`src/ppnc_pkg.sv`:
```
// ----------------------------------------------------------------------------
// ppnc_pkg
// Shared types, character codes and helper functions for the path name checker.
// ----------------------------------------------------------------------------
package ppnc_pkg;

	localparam logic [7:0] CH_SLASH = 8'h2F;
	localparam logic [7:0] CH_DOT   = 8'h2E;
	localparam logic [7:0] CH_SPACE = 8'h20;
	localparam logic [7:0] CH_DASH  = 8'h2D;
	localparam logic [7:0] CH_UNDER = 8'h5F;

	localparam logic       CFG_ACCEPT_PATH = 1'b0;
	localparam logic       CFG_LAST_ONLY   = 1'b1;

	localparam logic [1:0] DOT_NONE  = 2'd0;
	localparam logic [1:0] DOT_OTHER = 2'd3;

	typedef struct packed {
		logic       accept_path;
		logic       last_only;
	} cfg_t;

	typedef struct packed {
		logic [7:0] prev_char;
		logic       at_name_start;
		logic       at_seg_start;
		logic [1:0] dot_cnt;
		logic       seg_unport;
		logic       name_bad;
	} name_state_t;

	localparam name_state_t STATE_RST = '{
		prev_char:     8'h00,
		at_name_start: 1'b1,
		at_seg_start:  1'b1,
		dot_cnt:       DOT_NONE,
		seg_unport:    1'b0,
		name_bad:      1'b0
	};

	function automatic logic char_allowed(input logic [7:0] c);
		logic upper, lower, digit;
		upper = (c >= 8'h41) && (c <= 8'h5A);
		lower = (c >= 8'h61) && (c <= 8'h7A);
		digit = (c >= 8'h30) && (c <= 8'h39);
		return upper || lower || digit || (c == CH_UNDER) || (c == CH_DASH) ||
			(c == CH_DOT) || (c == CH_SPACE);
	endfunction

	function automatic logic is_dot_name(input logic [1:0] cnt);
		return (cnt == 2'd1) || (cnt == 2'd2);
	endfunction

endpackage

```
`src/ppnc_step.sv`:
```
// ----------------------------------------------------------------------------
// ppnc_step
// Per-character rule checks: next name state and verdict for one request.
// ----------------------------------------------------------------------------
module ppnc_step (
	input  ppnc_pkg::cfg_t         cfg,
	input  ppnc_pkg::name_state_t  st,
	input  logic [7:0]             character,
	input  logic                   last,
	input  logic                   empty_name,
	output ppnc_pkg::name_state_t  st_nxt,
	output logic                   emit,
	output logic                   ok
);

	always_comb begin
		logic       bad;
		logic       unp;
		logic [1:0] dots;
		logic       is_slash;

		is_slash = (character == ppnc_pkg::CH_SLASH);
		bad      = st.name_bad;
		unp      = st.seg_unport;
		dots     = st.dot_cnt;
		st_nxt   = st;
		emit     = 1'b0;
		ok       = 1'b0;

		if (empty_name) begin
			st_nxt = ppnc_pkg::STATE_RST;
			emit   = 1'b1;
		end else if (is_slash) begin
			if (st.at_name_start || !cfg.accept_path || st.at_seg_start || last) begin
				bad = 1'b1;
			end
			if (!st.at_seg_start) begin
				if (ppnc_pkg::is_dot_name(st.dot_cnt)) begin
					bad = 1'b1;
				end
				if (st.prev_char == ppnc_pkg::CH_SPACE || st.prev_char == ppnc_pkg::CH_DOT) begin
					unp = 1'b1;
				end
				if (!cfg.last_only && unp) begin
					bad = 1'b1;
				end
			end
			st_nxt.prev_char     = character;
			st_nxt.at_name_start = 1'b0;
			st_nxt.at_seg_start  = 1'b1;
			st_nxt.dot_cnt       = ppnc_pkg::DOT_NONE;
			st_nxt.seg_unport    = 1'b0;
			st_nxt.name_bad      = bad;
		end else begin
			if (!ppnc_pkg::char_allowed(character)) begin
				unp = 1'b1;
			end
			if (st.at_seg_start &&
				(character == ppnc_pkg::CH_SPACE || character == ppnc_pkg::CH_DASH)) begin
				unp = 1'b1;
			end
			if (!st.at_seg_start && character == ppnc_pkg::CH_SPACE &&
				st.prev_char == ppnc_pkg::CH_SPACE) begin
				unp = 1'b1;
			end
			if (character == ppnc_pkg::CH_DOT) begin
				if (dots != ppnc_pkg::DOT_OTHER) begin
					dots = dots + 2'd1;
				end
			end else begin
				dots = ppnc_pkg::DOT_OTHER;
			end
			if (last) begin
				// close the final segment, always with portability checks
				if (ppnc_pkg::is_dot_name(dots)) begin
					bad = 1'b1;
				end
				if (character == ppnc_pkg::CH_SPACE || character == ppnc_pkg::CH_DOT) begin
					unp = 1'b1;
				end
				if (unp) begin
					bad = 1'b1;
				end
			end
			st_nxt.prev_char     = character;
			st_nxt.at_name_start = 1'b0;
			st_nxt.at_seg_start  = 1'b0;
			st_nxt.dot_cnt       = dots;
			st_nxt.seg_unport    = unp;
			st_nxt.name_bad      = bad;
		end

		if (!empty_name && last) begin
			emit   = 1'b1;
			ok     = !bad;
			st_nxt = ppnc_pkg::STATE_RST;
		end
	end

endmodule

```
`config.mk`:
```
export PLATFORM = sky130hd
export DESIGN_NAME = ppnc_step
export DESIGN_NICKNAME = d
export VERILOG_FILES = /design/src/ppnc_pkg.sv /design/src/ppnc_step.sv
export SDC_FILE = /design/constraint.sdc
export NUM_CORES = 1
export LEC_CHECK = 0
export ABC_AREA = 1
export BUFFER_PORTS_ARGS = -buffer_cell sky130_fd_sc_hd__buf_2
export CORE_AREA = 2 2 39 41
export DETAILED_ROUTE_END_ITERATION = 7
export DIE_AREA = 0 0 41 43
export PLACE_DENSITY = 0.9
export SYNTH_ARGS = -nofsm -noshare
export SYNTH_HDL_FRONTEND = slang
export SYNTH_SLANG_ARGS = --single-unit
export TNS_END_PERCENT = 1
```
`constraint.sdc`:
```
create_clock -name vclk -period 1.5
set_clock_uncertainty 0.15 [all_clocks]
set_input_delay 0.075 -clock vclk [all_inputs]
set_output_delay 0.075 -clock vclk [all_outputs]
set_load 0.02 [all_outputs]
```
**Word-level counts from Yosys, hierarchy flattened**

Cells that the tools add are included.

- Reduce and logical (&&, ||, !) cells: 27
- Eq/ne operators: 12
- $add $sub $neg: 1
- Mux-type cells: 31
- Magnitude comparators: 6

Operators by type and width:

| cell | number |
|---|---|
| $eq A8 B6 Y1 const B | 6 |
| $mux W14 | 2 |
| $mux W1 | 24 |
| $ge A8 B7 Y1 const B | 2 |
| $le A8 B7 Y1 const B | 2 |
| $logic_or A1 B1 Y1 | 14 |
| $eq A8 B7 Y1 const B | 1 |
| $ge A8 B6 Y1 const B | 1 |
| $le A8 B6 Y1 const B | 1 |
| $logic_and A1 B1 Y1 | 8 |
| $mux W2 | 4 |
| $logic_not A1 Y1 | 5 |
| $mux W5 | 1 |
| $eq A2 B1 Y1 const B | 2 |
| $eq A2 B2 Y1 const B | 2 |
| $add A2 B1 Y2 const B | 1 |
| $ne A2 B2 Y1 const B | 1 |

- Output and inout bits: 16
- Register bits after elaboration: 0

**Longest topological paths before layout**

Gate-level depths: netlist of the first run.

- Depth in word-level cells: 21
- Mapped depth: 12

**Least setup slack after synthesis of the first run**

Ideal clock, no wire load.

- Kind: input port to output port
- Start point: input st[2] (netlist bit)
- End point: output ok
- Path slack: 0.123 ns
- Cell stages on the path: 7
- Required time: 1.275 ns
- Arrival time: 1.152 ns
- Cells stage by stage: inv_1 ha_1 nor4_1 nand2_1 a21oi_1 nand2_1 nor2_2

- Word-level cells in the longest chain between the ends: 14
- Elaborated cells on any way between the ends: 22

Ends and longest elaborated chain:

| element | RTL line | text |
|---|---|---|
| start, declared | ppnc_step.sv:7 | `input ppnc_pkg::name_state_t st,` |
| $add A2 B1 Y2 / $ne A2 B2 Y1 (equally long branches) | ppnc_step.sv:68, ppnc_step.sv:67 |  |
| $mux W2 | ppnc_step.sv:67 | `if (dots != ppnc_pkg::DOT_OTHER) begin` |
| $mux W2 | ppnc_step.sv:66 | `if (character == ppnc_pkg::CH_DOT) begin` |
| $mux W2 | ppnc_step.sv:33 | `end else if (is_slash) begin` |
| $mux W2 | ppnc_step.sv:30 | `if (empty_name) begin` |
| $eq A2 B1 Y1 / $eq A2 B2 Y1 (equally long branches) | ppnc_pkg.sv:52 | `return (cnt == 2'd1) \|\| (cnt == 2'd2);` |
| $logic_or A1 B1 Y1 | ppnc_pkg.sv:52 |  |
| $mux W1 | ppnc_step.sv:75 | `if (ppnc_pkg::is_dot_name(dots)) begin` |
| $mux W1 | ppnc_step.sv:81 | `if (unp) begin` |
| $mux W1 | ppnc_step.sv:73 | `if (last) begin` |
| $mux W1 (*) | ppnc_step.sv:33 |  |
| $mux W1 (*) | ppnc_step.sv:30 |  |
| $logic_not A1 Y1 (*) | ppnc_step.sv:95 | `ok = !bad;` |
| $mux W1 (*) | ppnc_step.sv:93 | `if (!empty_name && last) begin` |
| end, declared | ppnc_step.sv:13 | `output logic ok` |

Every way passes the cells marked *; elsewhere a longest branch is shown, timed or not. The select of a mux whose other input is x is not followed.

==> summary.txt, run 1 <==
Min path
  – Cell depth of the worst hold path: 5
  – Hold Path Sink: ok
  – Worst hold path type: primary input to primary output
  – Min-delay src: st[0]

Placed design
  – PortBufs: 42
  – Placed cell areas: roughly 800 um2
  – Post-DP HPWL: 1350 um
  – Placed Cells: 178
  – RD Place Congestion: 0.776

Timing
  – Worst rel slew slack: 0.861
  – Slew @ Worst Pin: 0.207 ns
  – Final setup violation count: 0
  – Fmax: between 600 and 700 MHz
  – RSZ-0062 raised after global routing: yes
  – Tmin final: 1.49 ns
  – Endpoints failing hold: 0
  – Final Cycle Share: 0.997
  – Fin. max-slew vios: 0

Power
  – Switching power: approximately 140 uW
  – Peak supply drop: 0.131 mV
  – Switch share: 0.589
  – Flop pwr share: 0
  – Cell Pwr Density: 254 nW/um2
  – Power share of the combinational group: 1.000
  – Total Power: 243 uW
  – Leakage: 0.000547 uW
  – Clk pwr share: 0
  – P_int: roughly 100 uW

Cells and area
  – Layout Nets: ~190
  – Finished Cell Area: approximately 960 um2
  – Layout cells sized above 1: 0.524
  – Area growth, synth to finish: 76.7%
  – Final Non-Filler Cells: 180
  – Storage element area: 0 um2
  – Clock buffer cells: 0
  – ANT cells: 0
  – Seq cells: 0

Detailed routing
  – DR pass1 iterations: 4
  – Drt drc: 0
  – Vias: 899
  – WL final: about 2000 um
  – Antenna viol nets, final: 0
  – Wire per inst: 11.3 um
  – Initial DRC count: 10
  – Avg Vias per Cell: 4.99

Logic synthesis
  – Mean Syn Cell Area: 4.67 um2
  – Syn_nets: 144
  – Register area share after synthesis: 0
  – Distinct cells, synth: 20
  – YS warnings: 0
  – Post-Syn Instances: 116
  – Mapped Area: 542 um2

Floorplan
  – Num rows: 14
  – Total Die Area: 1760 um2
  – Initial Util: 0.392
  – Die Width: 41 um
  – Core area: 1380 um2
  – Ports: 42
  – Die Ht: 43 um

Run status
  – Outcome: completed

Clock tree
  – Cts hold-fix bufs: 0

Worst setup path
  – WP data arrival: 1.27 ns
  – CP Class: primary input to primary output
  – Worst Setup Start Kind: primary input
  – CP required: ~1.3 ns
  – Critical Path Sink Type: primary output
  – Worst-path maximum fanout: 2

GRT
  – Global-route wire length before repair: 2440 um
  – Pin count of the biggest net entering global routing: 12
  – Number of global-route vias before repair: a little over 700
  – Grt total ovfl: 0
  – Initial antenna violation count: 0
  – GRT Overall Usage: 0.181

Run
  – Max Cap Violations: 0
how the worst max path moves through the flow:
stage	slack (ns)	depth (start not counted)	end	from
2_1_floorplan	0.12	7	ok	st[2]
3_3_place_gp	-0.02	9	st_nxt[0]	st[2]
3_5_place_dp	-0.05	13	st_nxt[0]	character[7]
4_1_cts	0.02	9	st_nxt[0]	st[2]
5_1_grt	-0.09	9	ok	st[2]
6_report	0.005	9	st_nxt[0]	st[2]
cells by family (layout without fill, tap and decap cells):
family          Yosys count  in the layout  share of synthesized area
buf+inv                  21             69                      0.152
compound gates            9              9                     0.0947
simple gates             84             84                      0.707
fa+ha+maj                 2              2                     0.0462
cell usage in the layout (no fill, tap or decap), drive strengths merged:
cell type,n
a21oi,6
a31oi,2
buf,49
ha,2
inv,20
nand2,40
nand3,5
nand4,1
nor2,32
nor3,3
nor4,1
o21ai,1
or2,2
synth_stat cells (3+ instances only):
master	number	share of area
inv_1	18	0.12
nor3_1	3	0.028
nand2_1	34	0.24
nor2_2	4	0.046
nor2_1	27	0.19
nand2_2	5	0.058
nand3_1	3	0.028
a21oi_1	5	0.046
per-layer routing:
layer	GRT usage	wire, um	up-vias
met5	0	0	-
met4	0.0333	19	0
met3	0	114	4
met2	0.341	1170	48
met1	0.212	725	396
li1	-	-	451
per-stage QoR:
stage | util | TNS, ns | hold WS [ns] | setup slack [ns]
finish | 0.692 | 0 | 0.349 | 0.00515
global route | 0.692 | -0.175 | 0.362 | -0.0945
CTS | 0.591 | 0 | 0.362 | 0.0173
detailed placement | 0.580 | -0.0821 | 0.360 | -0.0474
global placement | 0.580 | -0.0220 | 0.346 | -0.0220
floorplan | - | 0 | 0.119 | 0.123
power by group through the flow:
stage                     clock, uW  sequential [uW]  combinational [uW]
after detailed placement          0                0                 193
after floorplan                   0                0                 111
after global placement            0                0                 187
final                             0                0                 243
after CTS                         0                0                 197
after global routing              0                0                 263
repair_timing:
action                     4_1_cts  5_1_grt
setup endpoints to repair        2        3
pin swaps                        2       16
gates resized for setup          4       39
buffers inserted                 0        2
cell type report:
| type | count | area [um2] |
|---|---|---|
| Multi-Input combinational cell | 95 | 557 |
| Fill cell | 118 | 427 |
| Timing Repair Buffer | 49 | 300 |
| Inverter | 20 | 80.1 |
| Tap cell | 16 | 20.0 |
worst max-delay path: stages:
cell,delay (ns)
buf_6,0.10
inv_2,0.06
ha_4,0.20
nor4_4,0.27
nand2_1,0.09
a21oi_2,0.15
buf_4,0.12
a21oi_2,0.04
buf_4,0.16
No activity file was read; power rests on OpenSTA's default activity.
==> run 2: changes to the inputs <==
CELL_PAD_IN_SITES_DETAIL_PLACEMENT = 1   (was default)
CELL_PAD_IN_SITES_GLOBAL_PLACEMENT = 2   (was default)
CORE_AREA = default   (was 2 2 39 41)
CORE_MARGIN = 2   (was default)
CORE_UTILIZATION = 17   (was default)
DIE_AREA = default   (was 0 0 41 43)
PLACE_DENSITY = 0.92   (was 0.9)
==> run 2 against run 1 <==
Effect of this change: power is 12% higher; critical path depth unchanged; design area increased by 16%; non-clock buffer count rose by 4; sequential share of layout area is the same; largest cell class unchanged; highest routed layer is now met3.
==> summary.txt, run 2 (synthesized netlist as in run 1, its figures left out) <==
Run status
  – Outcome: completed

Worst setup path
  – Most frequent CP cell: buf_6
  – CP required: 1.27 ns (about the same)
  – WP data arrival: 1.24 ns (-0.03 ns)
  – Critical Path Sink Type: primary output
  – Critical path's slowest cell: nor4_4
  – Worst-path maximum fanout: 2 (unchanged)
  – Slowest stage delay, CP: 0.24 ns (-0.03 ns)
  – CP Class: primary input to primary output
  – Worst Setup Start Kind: primary input
  – Cell Chain, Critical Path: buf_6 -> inv_4 -> ha_4 -> nor4_4 -> nand2_1 -> a21oi_2 -> buf_4 -> a21oi_4 -> buf_6

Power
  – Peak supply drop: 0.0619 mV (-53%)
  – Cell Pwr Density: 244 nW/um2 (-3.7%)
  – Leakage: 0.000601 uW (+9.9%)

Timing
  – Final Cycle Share: 0.974 (-0.0228)
  – Tmin final: 1.46 ns (-0.0342 ns)
  – Slew @ Worst Pin: 0.229 ns (+0.0218 ns)
  – Endpoints failing hold: 0 (unchanged)
  – Fin. max-slew vios: 0 (unchanged)
  – Worst rel slew slack: 0.847 (-0.0138)
  – WHS: 0.339 ns (-0.0102 ns)
  – Final setup violation count: 0 (unchanged)
  – Setup TNS: 0 ns (unchanged)
  – Fmax: 685 MHz (+2.3%)
  – Final WS setup: 0.0393 ns (+0.0342 ns)
  – RSZ-0062 raised after global routing: yes

GRT
  – Global-route wire length before repair: 3020 um (+24%)
  – Number of global-route vias before repair: 780 (+10%)
  – Initial antenna violation count: 0 (unchanged)
  – Pin count of the biggest net entering global routing: 12 (unchanged)
  – GRT Overall Usage: 0.101 (-0.0799)
  – Grt total ovfl: 0 (unchanged)

Detailed routing
  – Vias: 882 (-1.9%)
  – WL final: 2040 um (+0.44%)
  – Initial DRC count: 16 (+6)
  – Antenna viol nets, final: 0 (unchanged)
  – Drt drc: 0 (unchanged)
  – Avg Vias per Cell: 4.16 (-17%)
  – DR pass1 iterations: 2 (-2)
  – Wire per inst: 9.60 um (-15%)

Floorplan
  – Total Die Area: 3650 um2 (+110%)
  – Die Ht: 60.5 um (+41%)
  – Die Width: 60.5 um (+47%)
  – Num rows: 20 (+6)
  – Core area: 3050 um2 (+120%)
  – Initial Util: 0.177 (-0.214)
  – Ports: 42 (unchanged)

Cells and area
  – # fillers: 412 (+250%)
  – Layout cells sized above 1: 0.607 (+0.0828)
  – Final Non-Filler Cells: 212 (+18%)
  – Area growth, synth to finish: 106%
  – Seq cells: 0 (unchanged)
  – Commonest cells after routing, fill and taps aside: buf_2 (30), nand2_1 (22), nor2_1 (20)
  – Storage element area: 0 um2 (unchanged)
  – ANT cells: 0 (unchanged)
  – Finished Cell Area: 1110 um2 (+16%)
  – Commonest non-fill, non-tap cell in the layout: buf_2
  – Clock buffer cells: 0 (unchanged)
  – Layout Nets: 198 (+2.1%)

Run
  – Max Cap Violations: 0 (unchanged)

Placed design
  – RD Place Congestion: 0.733 (-5.5%)
  – PortBufs: 42 (unchanged)
  – Placed cell areas: 852 um2 (+6.2%)
  – Post-DP HPWL: 1600 um (+19%)
  – Dpl ws: -0.0624 ns (-0.0150 ns)
  – Placed Cells: 208 (+17%)

Clock tree
  – Cts hold-fix bufs: 0 (unchanged)

Min path
  – Worst hold path type: primary input to primary output
-- run 2: critical path, delay by kind of cell --
family,cells,cell delay (ns)
adder cells (fa/ha/maj),1,0.20
AO/OA/AOI/OAI,2,0.21
buffers and inverters,4,0.42
AND/OR/NAND/NOR,2,0.33
-- run 2: what timing repair did --
action / 4_1_cts / 5_1_grt
gates resized for setup: 9 / 66
buffers inserted: 1 / 3
pin swaps: 6 / 20
setup endpoints to repair: 2 / 3
-- run 2: final cells by class --
cell class | count | area [um2] | share of cell area
Multi-Input combinational cell | 95 | 592 | 0.531
Inverter | 20 | 92.6 | 0.0831
Tap cell | 44 | 55.1 | 0.0494
Timing Repair Buffer | 53 | 375 | 0.337
-- run 2: path summary, 6_finish.rpt --
| check | cells after the start | slack [ns] | to | startpoint |
|---|---|---|---|---|
| worst max-delay path | 9 | 0.04 | st_nxt[0] | st[2] |
| worst min-delay path | 4 | 0.34 | st_nxt[10] | character[4] |
-- run 2: metal layers --
layer	global-route usage	routed length, um
met1	0.128	843
met2	0.202	1120
met3	0.00213	72
met4	0	0
met5	0	0
-- run 2: stage by stage --
step / utilization / total power, uW
6_report: 0.365 / 272
2_1_floorplan: - / 111
5_1_grt: 0.365 / 300
4_1_cts: 0.295 / 213
3_5_place_dp: 0.279 / 200
3_3_place_gp: 0.279 / 199
-- run 2: report_power, final --
part / total (uW) / switching, uW / internal, uW
Clock: 0 / 0 / 0
Combinational: 272 / 150 / 122
Sequential: 0 / 0 / 0
==> run 3: changes to the inputs <==
CORE_ASPECT_RATIO = 0.8   (was default)
==> run 3 against run 2 <==
Effect of this change: cell count shrank 0.47%; highest routed layer is now met4; utilization shrank 1.7 points; critical path type unchanged; power shrank 3.6%; combinational power shrank 3%; die area is essentially flat; critical endpoint unchanged; first-iteration DRC count shrank 38%; sequential share of layout area is the same; count of clock-buffer cells in the layout is the same; routed wire length grew 7.8%.
==> summary.txt, run 3 (synthesized netlist as in run 1, its figures left out) <==
Run status
  – Outcome: completed

Worst setup path
  – Worst-path maximum fanout: 2 (unchanged)
  – Cell family with the largest share of critical-path delay: buffers and inverters
  – Slowest stage delay, CP: 0.30 ns (+0.06 ns)
  – Worst Setup Start Kind: primary input
  – Critical path buffers and inverters: 4 (unchanged)
  – CP Class: primary input to primary output
  – Cell Chain, Critical Path: buf_2 -> inv_2 -> ha_1 -> nor4_2 -> nand2_1 -> a21oi_2 -> buf_4 -> a21oi_2 -> buf_6
  – WP data arrival: 1.26 ns (+0.02 ns)
  – Critical path's slowest cell: ha_1
  – Critical Path Sink Type: primary output
  – CP required: 1.27 ns (about the same)
  – Most frequent CP cell: a21oi_2

Floorplan
  – Die Width: 67.1 um (+11%)
  – Initial Util: 0.177 (-0.000580)
  – Core area: 3060 um2 (+0.33%)
  – Total Die Area: 3660 um2 (about the same)
  – Die Ht: 54.5 um (-9.9%)
  – Ports: 42 (unchanged)
  – Num rows: 18 (-10%)

Power
  – Power share of the combinational group: 1.000 (about the same)
  – Peak supply drop: 0.0663 mV (+7.0%)
  – Clk pwr share: 0 (unchanged)
  – Total Power: 263 uW (-3.6%)
  – Cell Pwr Density: 246 nW/um2 (+0.73%)
  – Switching power: 148 uW (-1.7%)
  – Leakage: 0.000597 uW (-0.59%)
  – P_int: 115 uW (-5.9%)
  – Switch share: 0.562 (+0.0107)
  – Flop pwr share: 0 (unchanged)

Min path
  – Min-delay src: empty_name
  – Hold Path Sink: ok
  – Worst hold path type: primary input to primary output
  – Cell depth of the worst hold path: 4 (unchanged)

Timing
  – Final setup violation count: 0 (unchanged)
  – Slew @ Worst Pin: 0.233 ns (+0.00378 ns)
  – Fin. max-slew vios: 0 (unchanged)
  – Endpoints failing hold: 0 (unchanged)
  – Final Cycle Share: 0.989 (+0.0154)
  – RSZ-0062 raised after global routing: yes
  – Worst rel slew slack: 0.845 (-0.00230)
  – Setup TNS: 0 ns (unchanged)
  – Tmin final: 1.48 ns (+0.0231 ns)
  – WHS: 0.336 ns (-0.00316 ns)
  – Fmax: 674 MHz (-1.6%)

Cells and area
  – Layout Nets: 201 (+1.5%)
  – Commonest non-fill, non-tap cell in the layout: buf_2
  – Clock buffer cells: 0 (unchanged)
  – ANT cells: 0 (unchanged)
  – Layout cells sized above 1: 0.573 (-0.0340)
  – Seq cells: 0 (unchanged)
  – Final Non-Filler Cells: 211 (-0.47%)
  – Area of the multi-input gates: 559 um2 (-5.5%)
  – Commonest cells after routing, fill and taps aside: buf_2 (32), nand2_1 (28), nor2_1 (20)
  – Area growth, synth to finish: 97.0%
  – Storage element area: 0 um2 (unchanged)
  – # fillers: 429 (+4.1%)

Detailed routing
  – WL final: 2190 um (+7.8%)
  – DR pass1 iterations: 2 (unchanged)
  – Initial DRC count: 10 (-6)
  – Drt drc: 0 (unchanged)
  – Antenna viol nets, final: 0 (unchanged)
  – Avg Vias per Cell: 4.21 (+1.2%)
  – Wire per inst: 10.4 um (+8.3%)
  – Vias: 888 (+0.68%)

GRT
  – Grt total ovfl: 0 (unchanged)
  – Number of global-route vias before repair: 748 (-4.1%)
  – Initial antenna violation count: 0 (unchanged)
  – Pin count of the biggest net entering global routing: 12 (unchanged)
  – GRT Overall Usage: 0.103 (+0.00198)
  – Global-route wire length before repair: 3020 um (unchanged)

Placed design
  – Placed Cells: 206 (-0.96%)
  – PortBufs: 42 (unchanged)
  – Post-DP HPWL: 1670 um (+4.1%)
  – RD Place Congestion: 0.695 (-5.3%)

Clock tree
  – Cts hold-fix bufs: 0 (unchanged)

Run
  – Max Cap Violations: 0 (unchanged)
## run 3: cell count changes in the layout (fill, tap and decap cells not counted), moves of 2 or more
| cell | previous run | this run |
|---|---|---|
| nand2_1 | 22 | 28 |
| nand2_2 | 14 | 8 |
| buf_4 | 13 | 17 |
| buf_8 | 4 | 1 |
| buf_2 | 30 | 32 |
## run 3: worst max path at each step
stage | start | endpoint | cells past startpoint
after CTS | st[10] | st_nxt[0] | 11
after floorplan | st[2] | ok | 7
after global routing | st[2] | st_nxt[0] | 9
after detailed placement | st[2] | st_nxt[0] | 9
after global placement | character[7] | st_nxt[0] | 13
final | st[2] | st_nxt[0] | 9
## run 3: layout make-up
type,count,share of cell area
Tap cell,40,0.0469
Inverter,20,0.0821
Timing Repair Buffer,56,0.347
Multi-Input combinational cell,95,0.524
## run 3: metal layers
metal | up-vias | global-route usage | wire (um)
met5 | - | 0 | 0
met4 | 0 | 0 | 23
met3 | 2 | 0.0123 | 137
met2 | 25 | 0.193 | 1110
met1 | 396 | 0.135 | 919
li1 | 465 | - | -
## run 3: per-stage QoR
stage / area (um2) / util / setup WS [ns]
floorplan: 542 / - / 0.123
global placement: 862 / 0.281 / -0.0247
CTS: 893 / 0.292 / 0.00758
global route: 1070 / 0.348 / -0.0845
detailed placement: 862 / 0.281 / -0.0974
finish: 1070 / 0.348 / 0.0162
## run 3: power groups by stage
stage                     sequential [uW]  clock [uW]  combinational [uW]
final                                   0           0                 263
after global routing                    0           0                 288
after floorplan                         0           0                 111
after global placement                  0           0                 203
after CTS                               0           0                 214
after detailed placement                0           0                 206
## run 3: tightest hold or removal path, cell delays in order
cell and delay (ns):
buf_2 0.08, or2_2 0.10, nor2_2 0.03, buf_6 0.12
## run 3: timing repair
| item | in CTS | in global routing |
|---|---|---|
| setup buffers | 0 | 5 |
| pin swaps | 1 | 24 |
| hold endpoints to repair | 0 | 0 |
| endpoints found under the setup margin | 2 | 3 |
| gates resized for setup | 8 | 52 |
